<file path="src/design/skf_pkg.sv">
// Package for the scalar Kalman filter: sequencer states, register indexes
// and fixed-point constants. No dependencies.
`timescale 1ns / 1ps

package skf_pkg;

  localparam int unsigned DataW  = 32;
  localparam int unsigned FracW  = 16;
  localparam int unsigned CfgIdxW = 8;
  localparam int unsigned QuoW   = FracW + 1;

  localparam logic [CfgIdxW-1:0] RegProcessNoise     = CfgIdxW'(0);
  localparam logic [CfgIdxW-1:0] RegMeasurementNoise = CfgIdxW'(1);

  localparam logic [DataW-1:0] ProcessNoiseRst     = DataW'(655);
  localparam logic [DataW-1:0] MeasurementNoiseRst = DataW'(65536);

  typedef enum logic [2:0] {
    ST_IDLE,
    ST_SUM,
    ST_DIV,
    ST_MULE,
    ST_MULC,
    ST_FIN
  } skf_state_e;

endpackage

</file>
<file path="src/design/scalar_kalman_filter.sv">
// Scalar Kalman filter top level: sequencer, restoring divider and one shared
// multiplier. Depends on skf_pkg.
`timescale 1ns / 1ps

// One sample in, one (estimate, covariance) pair out. The prediction and the
// difference are registered at the transfer itself. Then come the step for the
// gain denominator, the restoring divider that forms the gain one quotient bit
// a cycle, the shared 33x17 multiplier (estimate step, then covariance) and the
// write-back step. The input is stalled for that time, so a new sample is taken
// only after the last one has been written back. A finished result waits in the
// output register and the next sample is taken while it waits. If the previous
// result has still not been taken when a new one is ready, the block holds in
// its final step. Configuration writes are always ready and should only be
// issued while the block is idle.
module scalar_kalman_filter (
  input  logic                         clk_i,
  input  logic                         rst_ni,
  input  logic                         in_valid_i,
  output logic                         in_stall_o,
  input  logic signed [31:0]           sample_i,
  output logic                         out_valid_o,
  input  logic                         out_stall_i,
  output logic signed [31:0]           estimate_o,
  output logic        [31:0]           covariance_o,
  input  logic                         cfg_valid_i,
  output logic                         cfg_ready_o,
  input  logic [skf_pkg::CfgIdxW-1:0]  cfg_index_i,
  input  logic [skf_pkg::DataW-1:0]    cfg_data_i
);
  import skf_pkg::*;

  skf_state_e state_q, state_d;
  logic [4:0] cnt_q;

  logic [DataW-1:0]        qn_q, rn_q;
  logic signed [DataW-1:0] est_q;
  logic [DataW-1:0]        cov_q;
  logic                    out_valid_q;
  logic signed [DataW-1:0] out_est_q;
  logic [DataW-1:0]        out_cov_q;

  logic [DataW-1:0]   pred_q;
  logic [DataW:0]     sum_q;
  logic [DataW+1:0]   rem_q;
  logic [QuoW-1:0]    quo_q;
  logic [DataW:0]     mag_q;
  logic               neg_q;
  logic [2*DataW+1:0] prod_q;
  logic [DataW:0]     step_q;

  logic               in_acc, out_acc, fin_go;
  logic [DataW:0]     pred_sum;
  logic [DataW-1:0]   pred_new;
  logic signed [DataW:0] diff;
  logic [DataW+1:0]   trial;
  logic               q_bit;
  logic [FracW-1:0]   gain;
  logic [DataW:0]     mul_a;
  logic [QuoW-1:0]    mul_b;
  logic [2*DataW+1:0] prod_rnd;
  logic [DataW+1:0]   est_new;
  logic [DataW-1:0]   cov_new;

  assign in_acc      = in_valid_i && !in_stall_o;
  assign out_acc     = out_valid_q && !out_stall_i;
  assign fin_go      = (state_q == ST_FIN) && (!out_valid_q || !out_stall_i);
  assign cfg_ready_o = 1'b1;

  assign pred_sum = {1'b0, cov_q} + {1'b0, qn_q};
  assign pred_new = pred_sum[DataW] ? '1 : pred_sum[DataW-1:0];
  assign diff     = {sample_i[DataW-1], sample_i} - {est_q[DataW-1], est_q};

  assign trial = (cnt_q == 5'd0) ? rem_q : {rem_q[DataW:0], 1'b0};
  assign q_bit = trial >= {1'b0, sum_q};

  always_comb begin
    if (sum_q == '0) begin
      gain = '0;
    end else if (quo_q[QuoW-1]) begin
      gain = '1;
    end else begin
      gain = quo_q[FracW-1:0];
    end
  end

  // Shared multiplier: estimate step, then covariance scaling
  always_comb begin
    if (state_q == ST_MULE) begin
      mul_a = mag_q;
      mul_b = {1'b0, gain};
    end else begin
      mul_a = {1'b0, pred_q};
      mul_b = (QuoW'(1) << FracW) - {1'b0, gain};
    end
  end

  assign prod_rnd = prod_q + ((2*DataW+2)'(1) << (FracW - 1));
  assign cov_new  = prod_rnd[FracW +: DataW];
  assign est_new  = neg_q ? ({{2{est_q[DataW-1]}}, est_q} - {1'b0, step_q})
                          : ({{2{est_q[DataW-1]}}, est_q} + {1'b0, step_q});

  always_comb begin
    state_d    = state_q;
    in_stall_o = 1'b1;
    case (state_q)
      ST_IDLE: begin
        in_stall_o = 1'b0;
        if (in_valid_i) state_d = ST_SUM;
      end
      ST_SUM:  state_d = ST_DIV;
      ST_DIV:  if (cnt_q == 5'(FracW)) state_d = ST_MULE;
      ST_MULE: state_d = ST_MULC;
      ST_MULC: state_d = ST_FIN;
      ST_FIN:  if (fin_go) state_d = ST_IDLE;
      default: state_d = ST_IDLE;
    endcase
  end

  always_ff @(posedge clk_i or negedge rst_ni) begin
    if (!rst_ni) begin
      state_q     <= ST_IDLE;
      cnt_q       <= '0;
      qn_q        <= ProcessNoiseRst;
      rn_q        <= MeasurementNoiseRst;
      est_q       <= '0;
      cov_q       <= '0;
      out_valid_q <= 1'b0;
    end else begin
      state_q <= state_d;
      if (state_q == ST_DIV) begin
        cnt_q <= cnt_q + 5'd1;
      end else begin
        cnt_q <= '0;
      end
      if (cfg_valid_i) begin
        if (cfg_index_i == RegProcessNoise)     qn_q <= cfg_data_i;
        if (cfg_index_i == RegMeasurementNoise) rn_q <= cfg_data_i;
      end
      if (fin_go) begin
        est_q       <= est_new[DataW-1:0];
        cov_q       <= cov_new;
        out_valid_q <= 1'b1;
      end else if (out_acc) begin
        out_valid_q <= 1'b0;
      end
    end
  end

  always_ff @(posedge clk_i) begin
    if (in_acc) begin
      pred_q <= pred_new;
      neg_q  <= diff[DataW];
      mag_q  <= diff[DataW] ? (DataW+1)'(0) - diff : diff;
    end
    if (state_q == ST_SUM) begin
      sum_q <= {1'b0, pred_q} + {1'b0, rn_q};
      rem_q <= {2'b00, pred_q};
    end
    if (state_q == ST_DIV) begin
      rem_q <= q_bit ? trial - {1'b0, sum_q} : trial;
      quo_q <= {quo_q[QuoW-2:0], q_bit};
    end
    if (state_q == ST_MULE || state_q == ST_MULC) begin
      prod_q <= (2*DataW+2)'(mul_a * mul_b);
    end
    if (state_q == ST_MULC) begin
      step_q <= prod_rnd[FracW +: DataW+1];
    end
    if (fin_go) begin
      out_est_q <= est_new[DataW-1:0];
      out_cov_q <= cov_new;
    end
  end

  assign out_valid_o  = out_valid_q;
  assign estimate_o   = out_est_q;
  assign covariance_o = out_cov_q;

  a_rose_from_fin: assert property (@(posedge clk_i) disable iff (!rst_ni)
    $rose(out_valid_q) |-> $past(state_q == ST_FIN))
    else $error("result presented outside the write-back step");

  a_div_start: assert property (@(posedge clk_i) disable iff (!rst_ni)
    (state_q == ST_SUM) |=> (state_q == ST_DIV) && (cnt_q == 5'd0))
    else $error("divider did not start from its first quotient bit");

  a_div_len: assert property (@(posedge clk_i) disable iff (!rst_ni)
    (state_q == ST_DIV) |-> (cnt_q <= 5'(FracW)))
    else $error("divider ran past its last quotient bit");

  a_cov_bound: assert property (@(posedge clk_i) disable iff (!rst_ni)
    fin_go |-> (cov_new <= pred_q))
    else $error("updated covariance exceeds the prediction");

  a_idle_ready: assert property (@(posedge clk_i) disable iff (!rst_ni)
    in_acc |=> (state_q == ST_SUM) && in_stall_o)
    else $error("input taken while a sample was being processed");

endmodule

</file>
<file path="config.mk">
export PLATFORM = sky130hd
export DESIGN_NAME = scalar_kalman_filter
export DESIGN_NICKNAME = d
export VERILOG_FILES = /design/src/design/skf_pkg.sv /design/src/design/scalar_kalman_filter.sv
export SDC_FILE = /design/constraint.sdc
export NUM_CORES = 2
export LEC_CHECK = 0
export ABC_AREA = 1
export BUFFER_PORTS_ARGS = -buffer_cell sky130_fd_sc_hd__buf_2
export CAP_MARGIN = 40
export CELL_PAD_IN_SITES_DETAIL_PLACEMENT = 1
export CELL_PAD_IN_SITES_GLOBAL_PLACEMENT = 1
export CORE_MARGIN = 4
export CORE_UTILIZATION = 49
export DETAILED_ROUTE_END_ITERATION = 16
export PLACE_DENSITY_LB_ADDON = 0.1
export RECOVER_POWER = 50
export SYNTH_ARGS = -nofsm -noshare
export SYNTH_HDL_FRONTEND = slang
export SYNTH_SLANG_ARGS = --single-unit
</file>
<file path="constraint.sdc">
create_clock -name clk_i -period 10.63 [get_ports clk_i]
set_input_delay 0.5315 -clock clk_i [delete_from_list [all_inputs] [get_ports clk_i]]
set_output_delay 0.5315 -clock clk_i [all_outputs]
set_load 0.03 [all_outputs]
</file>
# Word level (Yosys, flattened, before mapping)
# Cells that the tools add are included.
[op_classes]
n_addsub = 10
mul = 1
div = 0
order_cmp = 1
eq_ne = 10
shift = 0
muxes = 18
bitwise = 0
reduce_logical = 16
[ops]
columns = ["operator", "n"]
rows = [
  ["$mux 34", 4],
  ["$add 32x32->33", 2],
  ["$mux 32", 2],
  ["$add 48x16->48 const B", 1],
  ["$mul 33x17->48", 1],
  ["$ge 34x33->1", 1],
  ["$sub 34x33->34", 1],
  ["$logic_not 33->1", 1],
  ["$mux 33", 1],
  ["$sub 1x33->33 const A", 1],
  ["$sub 32x32->33", 1],
  ["$add 32x32->32", 1],
  ["$mux 16", 2],
  ["$sub 32x32->32", 1],
  ["$pmux 3 s6", 1],
  ["$mux 17", 1],
  ["$sub 17x16->17 const A", 1],
  ["$mux 3", 3],
  ["$eq 8x1->1 const B", 1],
  ["$logic_not 8->1", 1],
  ["$eq 3x2->1 const B", 2],
  ["$eq 3x3->1 const B", 2],
  ["$ne 2x2->1 const B", 3],
  ["$add 5x1->5 const B", 1],
  ["12 further kinds", 20],
]
[word_totals]
regBits = 431
latchBits = 0
ramBits = 0
mem_bits_ro = 0
output_inout_bits = 67
mem_count = 0

# Depth between registers and ports, before layout
[logic_depth]
depth_word = 5
ltp_mapped = 44
depth_no_buf = 42

# Worst setup path after synthesis
# OpenSTA, ideal clock, no wires.
[synth_timing]
path_type = "register to register"
from = "register sum_q[27]"
to = "register prod_q[36] (data pin)"
arrival_time_ps = 7160
t_required_ps = 10371
setup_slack_ps = 3211
path_stages_with_launch = 40
n_path_buf = 1
path_cell_list = "edfxtp_1 > nor4_1 > nand4_1 > nor2_2 > nor2_1 > inv_1 > ha_1 > nand2_2 > inv_2 > nand3_2 > nor2_4 > o21ai_0 > nand2_1 > buf_2 > nand2_1 > fa_1 > inv_1 > fa_1 > [4 not listed] > fa_1 > inv_1 > fa_1 > inv_1 > ha_1 > a21oi_1 > nor2_1 > a211oi_1 > inv_1 > a21oi_1 > nand2_1 > a21oi_1 > o21ai_0 > nand2_1 > nand2_1 > nand3_1 > nand2_1 > xor2_1"
[synth_via]
elab_chain_cells = 5
[synth_lines]
columns = ["element", "line_no", "source"]
rows = [
  ["from (decl)", "scalar_kalman_filter.sv:43", "logic [DataW:0] sum_q;"],
  ["from (signal assigned)", "scalar_kalman_filter.sv:156", "sum_q <= {1'b0, pred_q} + {1'b0, rn_q};"],
  ["$logic_not 33->1 (*)", "scalar_kalman_filter.sv:77", "if (sum_q == '0) begin"],
  ["$mux 16 (*)", "scalar_kalman_filter.sv:77", ""],
  ["$sub 17x16->17", "scalar_kalman_filter.sv:93", "mul_b = (QuoW'(1) << FracW) - {1'b0, gain};"],
  ["$mux 17 (*)", "scalar_kalman_filter.sv:88", "if (state_q == ST_MULE) begin"],
  ["$mul 33x17->48 (*)", "scalar_kalman_filter.sv:164", "prod_q <= (2*DataW+2)'(mul_a * mul_b);"],
  ["to (signal assigned)", "scalar_kalman_filter.sv:164", ""],
  ["to (decl)", "scalar_kalman_filter.sv:48", "logic [2*DataW+1:0] prod_q;"],
]
# Every way passes the cells marked *; elsewhere a longest branch is shown, timed or not.
# A chain may end at the register's enable or synchronous reset.

# Worst setup path in the final report
[layout_timing]
from = "register sum_q[23]"
to = "register prod_q[44] (data pin)"
# The elaborated chain is that of the path after synthesis.

==> flow_metrics.env <==
export IMPL_status="complete, but fails checks"
export IMPL_failed_checks="capacitance limit, slew limit"
export IMPL_dp_cells=6747
export IMPL_final_nets=6437
export IMPL_rsz0062_at_grt="false"
export IMPL_path_max_fanout=16
export IMPL_cts_buffer_depth=3
export IMPL_relSlewSlack=-2.24
export IMPL_yosysMostFrequentCell="nand2_1"
export IMPL_dieArea_um2=95300
export IMPL_fin_cells=6832
export IMPL_hold_class="in2reg"
export IMPL_yosys_top_cells_count="1239 x nand2_1, 1120 x inv_1, 466 x fa_1"
export IMPL_cp_slowest_cell="nand2_1"
export IMPL_synth_area_mux_share=0
export IMPL_gp_congestion=0.925
export IMPL_place_ws_ps=963
export IMPL_synth_top_area_share=0.211
export IMPL_ys_seq_area_frac=0.267
export IMPL_path_clk_slew_ps=70
export IMPL_critPathLaunchType="flop"
export IMPL_antenna_found_initial=2
export IMPL_max_freq_ghz=0.102
export IMPL_die_w_um=309
export IMPL_ys_ff_latch=416
export IMPL_tritoncts="built"
export IMPL_port_buffer_count=142
export IMPL_synth_top_family_by_area="adder cells"
export IMPL_crit_path_end_kind="flop"
export IMPL_fin_crit_sh=0.919
export IMPL_floorplan_initialDensity=0.493
export IMPL_synthFlopType="edfxtp_1"
export IMPL_synth_compound_area_frac=0.0976
export IMPL_num_rows=110
export IMPL_finalWirelength_um=155000
export IMPL_via_per_inst=5.53
export IMPL_track_usage=0.326
export IMPL_syn_area_um2=44300
export IMPL_htreeDepth=2
export IMPL_tightest_slew_ps=4860
export IMPL_nFillCells=11100
export IMPL_yosys_top_cells_area="fa_1 21%, edfxtp_1 19%, nand2_1 10%"
export IMPL_pin_count=144
export IMPL_ant_nets=0
export IMPL_synth_cells=5498
export IMPL_core_area_um2=89900
export IMPL_setup_tns_ps=0
export IMPL_dpl_hpwl_um=126000
export IMPL_drc=0
export IMPL_grt_pass1_wl_um=239000
export IMPL_syn_to_final_growth_pct=7.91
export IMPL_die_h_um=309
export IMPL_setup_violations=0
export IMPL_grt_overflow_total=0
export IMPL_hold_violations=0
export IMPL_fin_ws_ps=856
export IMPL_syn_avg_cell_area_um2=8.06
export IMPL_grt_max_degree=83
export IMPL_yosysTopAreaCell="fa_1"
export IMPL_maxSlewViolCount=477
export IMPL_synth_xor_area_frac=0.0488
export IMPL_firstDrtPassIters=6
export IMPL_finClkSkew_ps=23.9
export IMPL_maxCapViolations=10
export IMPL_vias=37800
export IMPL_layout_drive_gt1_share=0.0511
export IMPL_synthArstFlopShare=0.329
export IMPL_grt_pass1_vias=40100
export IMPL_synth_edff_count=279
export IMPL_timing_final_crit_period_ps=9770
export IMPL_critPathArrivalTime_ps=10200
export IMPL_fin_util=0.532
export IMPL_critPathMaxStageDelay_ps=650
export IMPL_cts_buffers=43
export IMPL_clk_latency_ps=600
export IMPL_worstSetupPathType="reg2reg"
export IMPL_cpMostUsedCell="nand2_1"
export IMPL_synth_cell_types=66
export IMPL_syn_num_nets=6318
export IMPL_clock_sinks=416
export IMPL_yosys_warnings=0
export IMPL_cp_required_ps=11060
export IMPL_synthAdderAreaFrac=0.289
export IMPL_clock_root_buffer="clkbuf_16"
export IMPL_wl_per_cell_um=22.6
export IMPL_yosys_area_share_simple=0.187
export IMPL_drt_iter0_drc=2864
-- worst paths after layout --
check | to | startpoint | slack (ps) | cells after the start
max reg2reg | prod_q[44] | sum_q[23] | 860 | 41
max | prod_q[44] | sum_q[23] | 860 | 41
min reg2reg | quo_q[3] | quo_q[2] | 450 | 0
max in group asynchronous | cnt_q[0] | rst_ni | 3530 | 3
min in group asynchronous | est_q[22] | rst_ni | 2180 | 2
min | out_valid_o | out_stall_i | 200 | 3
-- sequential cells by signal (all words and copies together), names as in the netlist --
register,flops
cnt_q,5
cov_q,32
covariance_o,32
est_q,32
estimate_o,32
mag_q,33
neg_q,1
out_valid_o,1
pred_q,32
prod_q,33
qn_q,32
quo_q,17
rem_q,34
rn_q,32
state_q,3
step_q,32
sum_q,33
-- worst max-delay path: cells and delay by family (launching register included) --
kind	cells	cell delay, ps
DFF	1	410
adders and majority gates	8	3560
xor gates and xnor gates	1	180
and+or+nand+nor	18	3520
buffers and inverters	11	1330
AOI/OAI and AO/OA	3	560
-- final cells by class --
cell class	instances	area [um2]	area share
flip-flops and latches	416	11800	0.247
multi-input cells	3802	27600	0.577
inverters	1140	4280	0.0895
clock inverters	31	317	0.00662
clock buffers	49	1130	0.0236
well taps	1176	1470	0.0308
repair buffers	214	1180	0.0247
diodes	4	10.0	0.000209
-- cell families (layout without fill, tap and decap cells) --
family,count (synthesis),in the layout
xor gates and xnor gates,247,247
buffers and inverters,1280,1434
and+or+nand+nor,2022,2022
DFF,416,416
AOI/OAI and AO/OA,789,789
other,1,5
adders and majority gates,743,743
-- placed cells by master (no fill, tap or decap), types with 43 or more instances in the layout --
cell	n
nor3_1	55
ha_1	277
o21ai_0	327
a21oi_1	293
buf_4	53
fa_1	466
nand2_1	1238
nor2_1	424
clkbuf_16	43
clkbuf_1	79
xor2_1	150
dfrtp_1	130
nand4_1	58
edfxtp_1	279
xnor2_1	97
inv_1	1119
buf_2	79
nand3_1	155
-- metal layers --
layer / vias to the layer above / track usage / share of wire
met5: - / 0 / 0.000052
met4: 2 / 0.0802 / 0.027
met3: 208 / 0.0386 / 0.056
met2: 1070 / 0.544 / 0.47
met1: 19100 / 0.458 / 0.45
li1: 17400 / - / -
-- repair_timing --
item | in CTS | in global routing
hold buffers | 0 | 1
resized for setup | 0 | 0
setup buffers | 0 | 0
endpoints found under the hold margin | 0 | 1
-- metrics by stage --
step | hold WS (ps) | cell area, um2
after floorplan | 236 | 44300
after global placement | 433 | 46400
after detailed placement | 436 | 46500
after CTS | 17.0 | 48000
after global routing | 226 | 47800
final | 200 | 47800
Power is not shown: default switching activity piles up to over one toggle a cycle in this logic, so the estimate is an artifact.
